[src/rtl/core/gcct_pkg.sv]
// ----------------------------------------------------------------------------
// gcct_pkg
// shared constants, types and helpers for the candidate confirmation table
// ----------------------------------------------------------------------------
package gcct_pkg;

    localparam int MAX_CANDIDATES = 16;
    localparam int IDX_W          = (MAX_CANDIDATES > 1) ? $clog2(MAX_CANDIDATES) : 1;

    localparam int COORD_W = 24;
    localparam int ANGLE_W = 16;
    localparam int LEN_W   = 16;
    localparam int CONF_W  = 8;

    // sine polynomial coefficients, q14
    localparam logic [15:0] SIN_A = 16'd25736;
    localparam logic [15:0] SIN_B = 16'd10512;
    localparam logic [15:0] SIN_C = 16'd1160;

    // configuration register indexes
    localparam logic [1:0] CFG_TILT      = 2'd0;
    localparam logic [1:0] CFG_GATE      = 2'd1;
    localparam logic [1:0] CFG_THRESHOLD = 2'd2;

    typedef enum logic [1:0] {
        OP_NONE     = 2'd0,
        OP_MATCH    = 2'd1,
        OP_INSERT   = 2'd2,
        OP_SCAN_END = 2'd3
    } cell_op_t;

    // search token passed along the row of cells
    typedef struct packed {
        logic              valid;
        logic              hit_found;
        logic [IDX_W-1:0]  hit_idx;
        logic [31:0]       best;
        logic [CONF_W-1:0] hit_conf;
        logic              free_found;
        logic [IDX_W-1:0]  free_idx;
    } token_t;

    // update command broadcast to every cell
    typedef struct packed {
        cell_op_t         op;
        logic [IDX_W-1:0] target;
        logic             release_slot;
    } cell_cmd_t;

    function automatic logic signed [COORD_W-1:0] sat_coord(input logic signed [25:0] v);
        logic signed [25:0] hi;
        logic signed [25:0] lo;
        hi = 26'sd8388607;
        lo = -26'sd8388608;
        if (v > hi)
            return 24'sh7FFFFF;
        else if (v < lo)
            return 24'sh800000;
        else
            return v[COORD_W-1:0];
    endfunction

endpackage

[src/rtl/core/gcct_proj.sv]
// ----------------------------------------------------------------------------
// gcct_proj
// projects range and bearing onto the ground plane with one shared multiplier
// ----------------------------------------------------------------------------
module gcct_proj
    import gcct_pkg::*;
(
    input  logic                      clk,
    input  logic                      rst_n,
    input  logic                      start,
    input  logic [LEN_W-1:0]          echo_range,
    input  logic [ANGLE_W-1:0]        elev,
    input  logic [ANGLE_W-1:0]        head,
    input  logic signed [COORD_W-1:0] px,
    input  logic signed [COORD_W-1:0] py,
    output logic                      done,
    output logic signed [COORD_W-1:0] nx,
    output logic signed [COORD_W-1:0] ny
);

    localparam logic [4:0] STEP_LAST = 5'd16;

    logic                      busy_reg, busy_next;
    logic [4:0]                step_reg, step_next;
    logic                      done_reg, done_next;
    logic [LEN_W-1:0]          range_reg;
    logic [ANGLE_W-1:0]        elev_reg, head_reg;
    logic signed [COORD_W-1:0] px_reg, py_reg;
    logic [14:0]               z_reg, z2_reg, t_reg;
    logic                      neg_reg;
    logic [17:0]               plane_reg;
    logic                      plane_neg_reg;
    logic [19:0]               dx_reg;
    logic                      dx_neg_reg;
    logic signed [COORD_W-1:0] nx_reg, ny_reg;

    logic [ANGLE_W-1:0] fold_angle;
    logic signed [16:0] fold_s;
    logic [14:0]        fold_z;
    logic               fold_neg;
    logic [17:0]        mul_a;
    logic [15:0]        mul_b;
    logic [33:0]        prod;
    logic [19:0]        rnd;
    logic [14:0]        prod_q;
    logic signed [25:0] sum_x, sum_y;

    // fold the angle into a quarter turn either side of zero
    // cosine of elevation first, then cosine and sine of heading
    always_comb
    begin
        if (step_reg == 5'd5)
            fold_angle = head_reg + 16'd16384;
        else if (step_reg == 5'd10)
            fold_angle = head_reg;
        else
            fold_angle = elev_reg + 16'd16384;
        fold_s = 17'(signed'(fold_angle));
        if (fold_s > 17'sd16384)
            fold_s = 17'sd32768 - fold_s;
        else if (fold_s < -17'sd16384)
            fold_s = -17'sd32768 - fold_s;
        fold_neg = fold_s[16];
        fold_z   = fold_neg ? 15'(-fold_s) : 15'(fold_s);
    end

    always_comb
    begin
        case (step_reg)
            5'd1, 5'd6, 5'd11:
            begin
                mul_a = 18'(z_reg);
                mul_b = 16'(z_reg);
            end
            5'd2, 5'd7, 5'd12:
            begin
                mul_a = 18'(SIN_C);
                mul_b = 16'(z2_reg);
            end
            5'd3, 5'd8, 5'd13:
            begin
                mul_a = 18'(z2_reg);
                mul_b = 16'(t_reg);
            end
            5'd4, 5'd9, 5'd14:
            begin
                mul_a = 18'(z_reg);
                mul_b = 16'(t_reg);
            end
            5'd5:
            begin
                mul_a = 18'(range_reg);
                mul_b = 16'(t_reg);
            end
            5'd10, 5'd15:
            begin
                mul_a = plane_reg;
                mul_b = 16'(t_reg);
            end
            default:
            begin
                mul_a = '0;
                mul_b = '0;
            end
        endcase
        prod   = 34'(mul_a) * 34'(mul_b);
        rnd    = 20'((prod + 34'd8192) >> 14);
        prod_q = 15'(prod >> 14);
    end

    always_comb
    begin
        sum_x = 26'(px_reg) + (dx_neg_reg ? -26'(dx_reg) : 26'(dx_reg));
        sum_y = 26'(py_reg) + ((plane_neg_reg ^ neg_reg) ? -26'(rnd) : 26'(rnd));
    end

    always_comb
    begin
        busy_next = busy_reg;
        step_next = step_reg;
        done_next = 1'b0;
        if (start)
        begin
            busy_next = 1'b1;
            step_next = '0;
        end
        else if (busy_reg)
        begin
            if (step_reg == STEP_LAST)
            begin
                busy_next = 1'b0;
                done_next = 1'b1;
            end
            else
                step_next = step_reg + 5'd1;
        end
    end

    always_ff @(posedge clk or negedge rst_n)
    begin
        if (!rst_n)
        begin
            busy_reg <= 1'b0;
            step_reg <= '0;
            done_reg <= 1'b0;
        end
        else
        begin
            busy_reg <= busy_next;
            step_reg <= step_next;
            done_reg <= done_next;
        end
    end

    always_ff @(posedge clk)
    begin
        if (start)
        begin
            range_reg <= echo_range;
            elev_reg  <= elev;
            head_reg  <= head;
            px_reg    <= px;
            py_reg    <= py;
        end
        else if (busy_reg)
        begin
            case (step_reg)
                5'd0, 5'd5, 5'd10:
                begin
                    z_reg   <= fold_z;
                    neg_reg <= fold_neg;
                end
                default:
                begin
                end
            endcase
            case (step_reg)
                5'd1, 5'd6, 5'd11: z2_reg <= prod_q;
                5'd2, 5'd7, 5'd12: t_reg  <= 15'(SIN_B) - prod_q;
                5'd3, 5'd8, 5'd13: t_reg  <= 15'(SIN_A) - prod_q;
                5'd4, 5'd9, 5'd14: t_reg  <= prod_q;
                default:
                begin
                end
            endcase
            if (step_reg == 5'd5)
            begin
                plane_reg     <= rnd[17:0];
                plane_neg_reg <= neg_reg;
            end
            if (step_reg == 5'd10)
            begin
                dx_reg     <= rnd;
                dx_neg_reg <= plane_neg_reg ^ neg_reg;
            end
            if (step_reg == 5'd15)
            begin
                nx_reg <= sat_coord(sum_x);
                ny_reg <= sat_coord(sum_y);
            end
        end
    end

    assign done = done_reg;
    assign nx   = nx_reg;
    assign ny   = ny_reg;

endmodule

[config.mk]
export PLATFORM = sky130hd
export DESIGN_NAME = gcct_proj
export DESIGN_NICKNAME = d
export VERILOG_FILES = /design/src/rtl/core/gcct_pkg.sv /design/src/rtl/core/gcct_proj.sv
export SDC_FILE = /design/constraint.sdc
export NUM_CORES = 1
export LEC_CHECK = 0
export ABC_AREA = 1
export BUFFER_PORTS_ARGS = -buffer_cell sky130_fd_sc_hd__buf_2
export CAP_MARGIN = 20
export CORE_MARGIN = 5
export CORE_UTILIZATION = 35
export CTS_CLUSTER_SIZE = 24
export DETAILED_ROUTE_END_ITERATION = 6
export MAX_ROUTING_LAYER = met4
export PLACE_DENSITY = 0.48
export SYNTH_ARGS = -nofsm -noshare
export SYNTH_HDL_FRONTEND = slang
export SYNTH_SLANG_ARGS = --single-unit
[constraint.sdc]
create_clock -name clk -period 23.3 [get_ports clk]
set_clock_uncertainty 0.15 [all_clocks]
set_input_delay 3.495 -clock clk [delete_from_list [all_inputs] [get_ports clk]]
set_output_delay 3.495 -clock clk [all_outputs]
set_load 0.05 [all_outputs]
==> flow_summary.yaml <==
outcome:
  outcome: "complete, no violations"
hold_path:
  hold_class: "flip-flop to flip-flop"
  hold_path_end: "plane_neg_reg$_DFFE_PP_"
  min-delay-start: "neg_reg$_DFFE_PP_"
  min_path_cells: 0
synth:
  ys_types: 61
  synth_area_mm2: 0.02315
  synth_most_common_cell: "nand2_1"
  synthCells: 2627
  yosys_warnings: 0
  synth-compound-area-share_pct: 7.193
  yosysSeqAreaShare_pct: 30.59
  ys_ff_latch: 237
  ys_async_sr_fraction_pct: 2.954
  synth_area_leader_cell: "edfxtp_1"
  synthMuxAreaShare_pct: 0.2594
  avgSynthCellArea_um2: 8.813
  synth_nets: 3100
  synth_flop_cell: "edfxtp_1"
  synth_top_family_by_area: "adder cells"
  synth_area_leaders: "edfxtp_1 (30%), fa_1 (18%), nand2_1 (9.5%)"
  synth_top_area_share_pct: 29.83
  synth_xor_xnor_area_share_pct: 5.383
  synth_edf_count: 230
  synth_fa_ha_area_share_pct: 26.96
  synthSimpleGateAreaFrac_pct: 19.99
  synth_common_cells: "nand2_1 (583), inv_1 (501), edfxtp_1 (230), fa_1 (208), ha_1 (166)"
timing:
  hold_ws_ps: 427.1
  timing.slew.headroom_pct: 32.33
  grt_setup_unrepaired: "false"
  fin_crit_sh_pct: 59.88
  tns_ps: 0
  clock.fmax_mhz: 71.67
  hold_violations: 0
  slew_viol_final: 0
  period_minus_slack_ps: 13950
  tightest_slew_ps: 1012
  setup_viol: 0
cts:
  clkTransAtPathRegs_ps: 60
  ctsResizeCount: 0
  numClockSinks: 237
  cts_tree: "built"
  cts_setup_buffers: 0
  insertion_delay_ps: 550
  cts_root_buffer: "clkbuf_16"
  cts_buffer_depth: 3
  postCtsHoldBufs: 0
  cts_made_buffers: 28
  htreeDepth: 1
place:
  placed_area_mm2: 0.02486
  io_buffers: 147
  place_inst: 3600
  dp_hpwl_um: 54400
  gp_congestion: 0.9258
critical_path:
  cp-end-kind: "flip-flop"
  max_stage_delay_ps: 810
  crit_required_ps: 23410
  reg2reg_slack_ps: 9350
  cp_max_fo: 23
  crit_top_cell: "fa_1"
  r2r_cells: 52
  crit_path_top_delay_cell: "o211ai_2"
  path_delay_family: "adder cells"
  r2r_start: "step_reg[0]$_DFFE_PN0P_"
  crit_buf_inv: 7
  crit_cells: 52
  r2r_end: "ny[18]$_SDFFCE_PN1P_"
  critical_path_class: "flip-flop to flip-flop"
  critPathArrivalTime_ps: 14060
  startpoint_type: "flip-flop"
cells_and_area:
  multi_input_area_mm2: 0.01385
  fin_area_mm2: 0.02572
  syn_to_final_growth_pct: 11.09
  nets: 3240
  fillers: 6725
  area.sequential_mm2: 0.007082
  stdcell_count: 3651
  drive_above_1_share_pct: 13.24
  diodes: 0
die:
  io_pins: 148
  core_mm2: 0.06563
  die_h_um: 267.2
  rows: 94
  start_util_pct: 35.28
  die_x_um: 267.2
  die_area_mm2: 0.07139
grt:
  grt_pass1_vias: 18720
  grt_max_degree: 55
  grt_antenna_before_repair: 0
  overflow: 0
  track_usage_pct: 19.31
  grt_pass1_wl_um: 105800
drt:
  post-route-drc-count: 0
  wl_per_cell_um: 18.38
  vias_per_cell: 4.843
  firstDrtPassIters: 5
  ant_nets: 0
  drt_iter0_markers: 1151
  wirelength_um: 67110
  vias: 17680
flow_run:
  drv_cap: 0
[layer usage]
layer | global-route usage (%) | wire (µm)
met5 | - | 0
met1 | 26.21 | 30830
met4 | 4.540 | 1738
met2 | 31.62 | 31730
met3 | 1.856 | 2806
[worst max-delay path by stage]
stage	startpoint	endpoint	slack, ps
global route	step_reg[0]$_DFFE_PN0P_	ny[18]$_SDFFCE_PN1P_	8150
global placement	step_reg[0]$_DFFE_PN0P_	ny[19]$_SDFFCE_PN1P_	9620
floorplan	step_reg[0]$_DFFE_PN0P_	ny[11]$_SDFFCE_PN1P_	12210
detailed placement	step_reg[0]$_DFFE_PN0P_	ny[18]$_SDFFCE_PN1P_	9430
finish	step_reg[0]$_DFFE_PN0P_	ny[18]$_SDFFCE_PN1P_	9350
CTS	step_reg[0]$_DFFE_PN0P_	ny[18]$_SDFFCE_PN1P_	9330
[cell type report]
type | count | area share (%)
clock buffer | 35 | 2.909
clock inverter | 15 | 0.3746
inverter | 526 | 7.749
multi-input combinational | 1811 | 53.85
sequential | 237 | 27.53
tap | 864 | 4.203
timing repair buffer | 163 | 3.381
[worst reg2reg max path, delay by kind of cell, from the launching register on]
family	cells	cell delay, ps
AND/OR/NAND/NOR	18	3130
XOR/XNOR	3	590
flip-flops	1	440
buffers and inverters	7	1500
AO/OA/AOI/OAI	14	3620
adder cells (fa/ha/maj)	10	4240
[per-stage QoR]
| stage | utilization [%] | worst slack, ps |
|---|---|---|
| 6_report | 39.19 | 9347 |
| 5_1_grt | 39.19 | 8145 |
| 4_1_cts | 39.17 | 9328 |
| 3_5_place_dp | 37.88 | 9429 |
| 3_3_place_gp | 37.85 | 9622 |
| 2_1_floorplan | - | 12210 |
[layout by cell type, fill, tap and decap left out, types with 14 or more instances in the layout]
cell type,instances
nand2_1,583
inv_1,501
edfxtp_1,230
fa_1,208
ha_1,166
nor2_1,154
buf_2,146
a21oi_1,104
nand3_1,81
xor2_1,80
o21ai_0,75
nand2_2,66
xnor2_1,48
clkbuf_16,29
nand4_1,21
o21ai_1,21
nor3_1,20
a22oi_1,19
nand2_4,16
clkinv_1,15
buf_4,15
nand3_2,14
a31oi_1,14
[kinds of logic (layout without fill, tap and decap cells)]
logic type	Yosys count	in the layout
AOI/OAI and AO/OA	286	286
adders and majority gates	374	374
DFF	237	237
muxes	6	6
and+or+nand+nor	1010	1010
buffers and inverters	579	739
xor gates and xnor gates	135	135
Power is not shown: default switching activity piles up to over one toggle a cycle in this logic, so the estimate is an artifact.
