## config.mk

```make
export PLATFORM = sky130hd
export DESIGN_NAME = gcct_cell
export DESIGN_NICKNAME = d
export VERILOG_FILES = /design/src/rtl/core/gcct_pkg.sv /design/src/rtl/core/gcct_cell.sv
export SDC_FILE = /design/constraint.sdc
export NUM_CORES = 1
export LEC_CHECK = 0
export BUFFER_PORTS_ARGS = -buffer_cell sky130_fd_sc_hd__buf_2
export CAP_MARGIN = 20
export CORE_UTILIZATION = 30
export CTS_BUF_LIST = sky130_fd_sc_hd__clkbuf_16
export DETAILED_ROUTE_END_ITERATION = 8
export GPL_TIMING_DRIVEN = 0
export SLEW_MARGIN = 5
export SYNTH_ARGS = -nofsm -noshare
export SYNTH_HDL_FRONTEND = slang
export SYNTH_SLANG_ARGS = --single-unit
```

## constraint.sdc

```tcl
create_clock -name clk -period 11.2 [get_ports clk]
set_input_delay 2.24 -clock clk [delete_from_list [all_inputs] [get_ports clk]]
set_output_delay 2.24 -clock clk [all_outputs]
set_load 0.1 [all_outputs]
```

## src/rtl/core/gcct_pkg.sv

```systemverilog
// ----------------------------------------------------------------------------
// gcct_pkg
// shared constants, types and helpers for the candidate confirmation table
// ----------------------------------------------------------------------------
package gcct_pkg;

    localparam int MAX_CANDIDATES = 16;
    localparam int IDX_W          = (MAX_CANDIDATES > 1) ? $clog2(MAX_CANDIDATES) : 1;

    localparam int COORD_W = 24;
    localparam int ANGLE_W = 16;
    localparam int LEN_W   = 16;
    localparam int CONF_W  = 8;

    // sine polynomial coefficients, q14
    localparam logic [15:0] SIN_A = 16'd25736;
    localparam logic [15:0] SIN_B = 16'd10512;
    localparam logic [15:0] SIN_C = 16'd1160;

    // configuration register indexes
    localparam logic [1:0] CFG_TILT      = 2'd0;
    localparam logic [1:0] CFG_GATE      = 2'd1;
    localparam logic [1:0] CFG_THRESHOLD = 2'd2;

    typedef enum logic [1:0] {
        OP_NONE     = 2'd0,
        OP_MATCH    = 2'd1,
        OP_INSERT   = 2'd2,
        OP_SCAN_END = 2'd3
    } cell_op_t;

    // search token passed along the row of cells
    typedef struct packed {
        logic              valid;
        logic              hit_found;
        logic [IDX_W-1:0]  hit_idx;
        logic [31:0]       best;
        logic [CONF_W-1:0] hit_conf;
        logic              free_found;
        logic [IDX_W-1:0]  free_idx;
    } token_t;

    // update command broadcast to every cell
    typedef struct packed {
        cell_op_t         op;
        logic [IDX_W-1:0] target;
        logic             release_slot;
    } cell_cmd_t;

    function automatic logic signed [COORD_W-1:0] sat_coord(input logic signed [25:0] v);
        logic signed [25:0] hi;
        logic signed [25:0] lo;
        hi = 26'sd8388607;
        lo = -26'sd8388608;
        if (v > hi)
            return 24'sh7FFFFF;
        else if (v < lo)
            return 24'sh800000;
        else
            return v[COORD_W-1:0];
    endfunction

endpackage

```

## src/rtl/core/gcct_cell.sv

```systemverilog
// ----------------------------------------------------------------------------
// gcct_cell
// one candidate slot: holds its state, scores the point, forwards the token
// ----------------------------------------------------------------------------
module gcct_cell
    import gcct_pkg::*;
(
    input  logic                      clk,
    input  logic                      rst_n,
    input  logic [IDX_W-1:0]          cell_idx,
    input  logic signed [COORD_W-1:0] nx,
    input  logic signed [COORD_W-1:0] ny,
    input  logic [LEN_W-1:0]          gate,
    input  cell_cmd_t                 cmd,
    input  token_t                    tok_in,
    output token_t                    tok_out
);

    logic                      valid_reg;
    logic                      seen_reg;
    logic [CONF_W-1:0]         conf_reg;
    logic signed [COORD_W-1:0] x_reg, y_reg;
    logic [31:0]               sqx_reg, sqy_reg;
    logic                      near_reg;
    logic [32:0]               d2_reg;
    logic                      elig_reg;
    token_t                    tok_reg, tok_next;

    logic signed [24:0] dx, dy;
    logic [24:0]        ax, ay;
    logic               near;
    logic               hit_me;

    always_comb
    begin
        dx   = 25'(x_reg) - 25'(nx);
        dy   = 25'(y_reg) - 25'(ny);
        ax   = dx[24] ? 25'(-dx) : 25'(dx);
        ay   = dy[24] ? 25'(-dy) : 25'(dy);
        // outside the gate on one axis already rules the slot out
        near = (ax < 25'(gate)) && (ay < 25'(gate));
    end

    always_ff @(posedge clk)
    begin
        sqx_reg  <= 32'(ax[15:0]) * 32'(ax[15:0]);
        sqy_reg  <= 32'(ay[15:0]) * 32'(ay[15:0]);
        near_reg <= near && valid_reg && !seen_reg;
        d2_reg   <= 33'(sqx_reg) + 33'(sqy_reg);
        elig_reg <= near_reg;
    end

    always_comb
    begin
        tok_next = tok_in;
        hit_me   = tok_in.valid && elig_reg && (d2_reg < 33'(tok_in.best));
        if (hit_me)
        begin
            tok_next.hit_found = 1'b1;
            tok_next.hit_idx   = cell_idx;
            tok_next.best      = d2_reg[31:0];
            tok_next.hit_conf  = conf_reg;
        end
        if (tok_in.valid && !valid_reg && !tok_in.free_found)
        begin
            tok_next.free_found = 1'b1;
            tok_next.free_idx   = cell_idx;
        end
    end

    always_ff @(posedge clk or negedge rst_n)
    begin
        if (!rst_n)
            tok_reg <= '0;
        else
            tok_reg <= tok_next;
    end

    always_ff @(posedge clk or negedge rst_n)
    begin
        if (!rst_n)
            valid_reg <= 1'b0;
        else
        begin
            case (cmd.op)
                OP_MATCH:
                    if (cmd.target == cell_idx && cmd.release_slot)
                        valid_reg <= 1'b0;
                OP_INSERT:
                    if (cmd.target == cell_idx)
                        valid_reg <= 1'b1;
                OP_SCAN_END:
                    if (valid_reg && !seen_reg && conf_reg <= 8'd1)
                        valid_reg <= 1'b0;
                default:
                begin
                end
            endcase
        end
    end

    always_ff @(posedge clk)
    begin
        case (cmd.op)
            OP_MATCH:
                if (cmd.target == cell_idx)
                begin
                    seen_reg <= 1'b1;
                    if (conf_reg != 8'hFF)
                        conf_reg <= conf_reg + 8'd1;
                    x_reg <= nx;
                    y_reg <= ny;
                end
            OP_INSERT:
                if (cmd.target == cell_idx)
                begin
                    seen_reg <= 1'b1;
                    conf_reg <= 8'd1;
                    x_reg    <= nx;
                    y_reg    <= ny;
                end
            OP_SCAN_END:
                if (valid_reg)
                begin
                    if (seen_reg)
                        seen_reg <= 1'b0;
                    else if (conf_reg > 8'd1)
                        conf_reg <= conf_reg - 8'd1;
                end
            default:
            begin
            end
        endcase
    end

    assign tok_out = tok_reg;

endmodule

```

==> impl_metrics.tcl, run 1 <==
set metrics [dict create \
    cpMostUsedCell "fa_1" \
    cts_root_buf "clkbuf_16" \
    first_pass_iters 5 \
    use_met1_pct 20.2 \
    ys_ff_latch 206 \
    syn_area_um2 26600 \
    timing.fmax_mhz 91.7 \
    fp-row-count 108 \
    cts_tree "yes" \
    dp_hpwl_um 55900 \
    setup_viol 0 \
    ys_types 97 \
    num_io_pins 179 \
    status "complete, no violations" \
    viasPerCell 4.68 \
    first_iter_violations 1288 \
    h-tree-depth 1 \
    path_class "input pin to flop" \
    grt_use_met3_pct 2.85 \
    wl_per_cell_um 15.6 \
    cp_slowest_stage_delay_ps 610 \
    async_flop_share_pct 25.2 \
    layout_common_cells "inv_1 (622), ha_1 (336), fa_1 (327), nor2_1 (243), nand2_1 (185)" \
    final.min_clock_period_ps 10910 \
    synth_cells 2907 \
    fin_area_um2 31100 \
    timing.final.max_slew_violations 0 \
    seqCellArea_um2 4950 \
    synth_top_cell_by_area "fa_1" \
    nets 3968 \
    grt_max_degree 36 \
    grt_pass1_vias 20882 \
    max-slew-margin-rel_pct 38.0 \
    crit_path_start_kind "input pin" \
    min_path_type "flop to flop" \
    die_w_um 300 \
    top_usage_layer "met2" \
    clockBufferDepth 3 \
    track_usage_pct 15.3 \
    clk_latency_ps 620 \
    yosysWarnings 0 \
    synthFlopType "dfxtp_1" \
    clock_skew_ps 64.5 \
    remaining_drc_errors 0 \
    multi_input_area_um2 19600 \
    routed_wl_um 67900 \
    setup_ws_ps 294 \
    gp_congestion 0.885 \
    dpl_cell_area_um2 29000 \
    antenna_found_initial 6 \
    dieArea_um2 89800 \
    synth_area_leaders "fa_1 (25%), ha_1 (16%), inv_1 (8.8%), dfxtp_1 (7.3%), edfxtp_1 (6.4%)" \
    cts_buffers 27 \
    largest_reg_flops 51 \
    synth_nets 3705 \
    initial_utilization_pct 30.4 \
    vias 20327 \
    worstPathArrival_ps 11330 \
    io_buffers 178 \
    finalCritPeriodShare_pct 97.4 \
    cpMaxStageDelayCell "fa_1" \
    path_max_fanout 5 \
    grt_overflow 0 \
    grt_util_met2_pct 25.8 \
    syn_area_per_cell_um2 9.14 \
    ys_seq_area_share_pct 18.6 \
    grt_pass1_wl_um 109000 \
    layout_commonest_cell "inv_1" \
    fillers 8975 \
    drive_gt1_share_pct 15.7 \
    area_growth_pct 16.9 \
    required_ps 11620 \
    max_cap_violations 0 \
    synth_top_area_share_pct 24.7 \
    endpoint_kind "flop" \
    clk_pin_slew_ps 60 \
    dieHeight_um 300 \
    drtAntennaViolNets 0 \
    hold_viol_final 0 \
    pre_cts_ws_ps -2250 \
    synth_edf_count 57 \
    core-area_um2 87300 \
    cts.sinks 206 \
    tightest_slew_ps 923 \
    diodes 0 \
]
-- cell usage after synthesis (34+ instances only) --
| cell | count |
|---|---|
| a21o_1 | 60 |
| a21oi_1 | 129 |
| clkbuf_1 | 43 |
| dfrtp_1 | 52 |
| dfxtp_1 | 97 |
| edfxtp_1 | 57 |
| fa_1 | 328 |
| ha_1 | 342 |
| inv_1 | 625 |
| mux2_2 | 49 |
| nand2_1 | 188 |
| nor2_1 | 253 |
| nor3_1 | 52 |
| o21a_1 | 34 |
| o21ai_0 | 68 |
| xnor2_1 | 106 |
| xor2_1 | 53 |
-- critical path: cells and delay by family --
kind	cells	cell delay (ps)
AO/OA/AOI/OAI	9	1780
AND/OR/NAND/NOR	9	2070
buffers and inverters	6	470
adder cells (fa/ha/maj)	9	4190
XOR/XNOR	2	560
-- layout make-up --
class	count	area share (%)
plain buffers	53	1.05
clock buffers	28	2.25
clock inverters	21	0.560
inverters	643	7.97
multi-input cells	2004	63.2
flip-flops and latches	206	15.9
well taps	1155	4.65
repair buffers	235	4.34
-- kinds of logic (layout without fill, tap and decap cells) --
family,Yosys count,count (layout),share of synthesized area (%)
muxes,52,52,2.19
and+or+nand+nor,685,685,12.0
AOI/OAI and AO/OA,438,438,11.1
adders and majority gates,670,670,40.8
DFF,206,206,18.6
buffers and inverters,697,980,10.0
xor gates and xnor gates,159,159,5.24
-- path summary, 6_finish.rpt --
check	start	to	slack, ps	depth (start not counted)
max	ny[0]	sqy_reg[31]$_DFF_P_	290	35
min	sqx_reg[0]$_DFF_P_	d2_reg[0]$_DFF_P_	450	1
max reg2reg	y_reg[0]$_DFFE_PP_	sqy_reg[31]$_DFF_P_	1620	35
min reg2reg	sqx_reg[0]$_DFF_P_	d2_reg[0]$_DFF_P_	450	1
max in group asynchronous	rst_n	tok_out[41]$_DFF_PN0_	9010	2
min in group asynchronous	rst_n	tok_out[1]$_DFF_PN0_	1630	1
-- stage by stage --
| stage | hold slack, ps | cells | TNS, ps | utilization (%) |
|---|---|---|---|---|
| CTS | 460 | 4312 | 0 | 34.8 |
| global route | 471 | 4345 | -88.1 | 35.6 |
| floorplan | 310 | 2907 | 0 | - |
| finish | 454 | 4345 | 0 | 35.6 |
| detailed placement | 451 | 4247 | -40030 | 33.2 |
| global placement | 446 | 4240 | -49240 | 33.1 |
-- routing by layer --
metal / wire [µm] / vias up
li1: - / 9927
met1: 30200 / 9730
met2: 31300 / 568
met3: 4830 / 94
met4: 1450 / 8
met5: 59 / -
-- repair_timing --
item / 4_1_cts / 5_1_grt
hold buffers: 0 / 0
cloned: 0 / 0
setup buffers: 17 / 32
gates resized for setup: 82 / 119
setup endpoints to repair: 29 / 12
pin swaps: 13 / 31
Power of run 1 is not shown: default switching activity piles up to over one toggle a cycle in this logic, so the estimate is an artifact.
==> run 2: changes to the inputs <==
--- a/config.mk
+++ b/config.mk
@@ -5,7 +5,7 @@
 export SDC_FILE = /design/constraint.sdc
 export NUM_CORES = 1
 export LEC_CHECK = 0
-export BUFFER_PORTS_ARGS = -buffer_cell sky130_fd_sc_hd__buf_2
+export BUFFER_PORTS_ARGS = -buffer_cell sky130_fd_sc_hd__buf_4
 export CAP_MARGIN = 20
 export CORE_UTILIZATION = 30
 export CTS_BUF_LIST = sky130_fd_sc_hd__clkbuf_16
==> impl_metrics.tcl, run 2 (synthesis results as in run 1) <==
set metrics [dict create \
    status "complete, no violations" \
    tightest_slew_ps 947 \
    grt_overflow 0 \
    worstReg2RegStart "x_reg[0]$_DFFE_PP_" \
    path_class "input pin to flop" \
    layout_common_cells "inv_1 (621), ha_1 (337), fa_1 (327), nor2_1 (241), buf_4 (236)" \
    finalCritPeriodShare_pct 97.1 \
    worstHoldStart "sqx_reg[0]$_DFF_P_" \
    viasPerCell 4.70 \
    gp_congestion 0.888 \
    num_io_pins 179 \
    grt_pass1_wl_um 110000 \
    setup_viol 0 \
    max_cap_violations 0 \
    cpMostUsedCell "fa_1" \
    fp-row-count 108 \
    clk_latency_ps 590 \
    hold_slack_ps 469 \
    critPathTopFamily "compound AO/OA/AOI/OAI gates" \
    critPathLaunch "nx[2]" \
    core-area_um2 87300 \
    wl_per_cell_um 15.6 \
    clk_pin_slew_ps 60 \
    cts_tree "yes" \
    endpoint_kind "flop" \
    remaining_drc_errors 0 \
    cts.sinks 206 \
    drtAntennaViolNets 0 \
    antenna_found_initial 4 \
    final_cells 4344 \
    largest_reg_flops 51 \
    first_iter_violations 1151 \
    setup_ws_ps 327 \
    cp_num_buf_inv 7 \
    grt_pass1_vias 20771 \
    cp_slowest_stage_delay_ps 540 \
    diodes 0 \
    timing.fmax_mhz 92.0 \
    h-tree-depth 1 \
    cts_root_buf "clkbuf_16" \
    path_max_fanout 7 \
    initial_utilization_pct 30.4 \
    drive_gt1_share_pct 15.7 \
    first_pass_iters 5 \
    grt_max_degree 53 \
    required_ps 11680 \
    cpMaxStageDelayCell "fa_1" \
    worstPathArrival_ps 11360 \
    track_usage_pct 15.3 \
    io_buffers 178 \
    crit_path_start_kind "input pin" \
    multi_input_area_um2 19600 \
    layout_commonest_cell "inv_1" \
    timing.final.max_slew_violations 0 \
    seqCellArea_um2 4950 \
    final.min_clock_period_ps 10870 \
    finalSetupTns_ps 0 \
    min_path_type "flop to flop" \
    area_growth_pct 18.5 \
    die_w_um 300 \
    dp_cells 4245 \
    nets 3967 \
    vias 20415 \
    dp_hpwl_um 55900 \
    cts_buffers 26 \
    hold_viol_final 0 \
    dieHeight_um 300 \
    routed_wl_um 67700 \
    clockBufferDepth 3 \
    max-slew-margin-rel_pct 36.4 \
    pre_cts_ws_ps -2320 \
    fillers 9050 \
    dieArea_um2 89800 \
    clock_skew_ps 46.5 \
]
run 2: final timing paths:
kind | endpoint | slack [ps] | cells after the start
worst max-delay path | sqx_reg[31]$_DFF_P_ | 330 | 37
worst min-delay path | d2_reg[0]$_DFF_P_ | 470 | 1
worst max register to register | sqx_reg[31]$_DFF_P_ | 1670 | 37
worst min register to register | d2_reg[0]$_DFF_P_ | 470 | 1
max in group asynchronous | tok_out[13]$_DFF_PN0_ | 9020 | 1
min in group asynchronous | tok_out[1]$_DFF_PN0_ | 1720 | 1
run 2: metrics by stage:
| step | instance area, µm² | util [%] |
|---|---|---|
| finish | 31500 | 36.1 |
| CTS | 30800 | 35.3 |
| floorplan | 26600 | - |
| global placement | 29400 | 33.6 |
| detailed placement | 29400 | 33.7 |
| global route | 31500 | 36.1 |
run 2: routing by layer:
metal	wire length, µm	track usage [%]	share of wire (%)
met1	31000	20.8	46
met2	31600	25.7	47
met3	4150	2.29	6.1
met4	973	2.76	1.4
met5	27	0	0.040
run 2: area by class of cell:
type                       instances  share of cell area (%)
inverter                         643                    7.94
clock inverter                    19                   0.413
timing repair buffer             235                    5.77
multi-input combinational       2004                    62.2
clock buffer                      29                    2.30
tap                             1155                    4.59
sequential                       206                    15.7
buffer                            53                    1.04
run 2: repair_timing:
item,4_1_cts,5_1_grt
gates resized for setup,89,110
hold buffers,0,0
pin swaps,12,22
endpoints found under the setup margin,32,13
hold endpoints to repair,0,0
cloned,0,1
setup buffers,19,31
Power of run 2 is left out for the same reason.
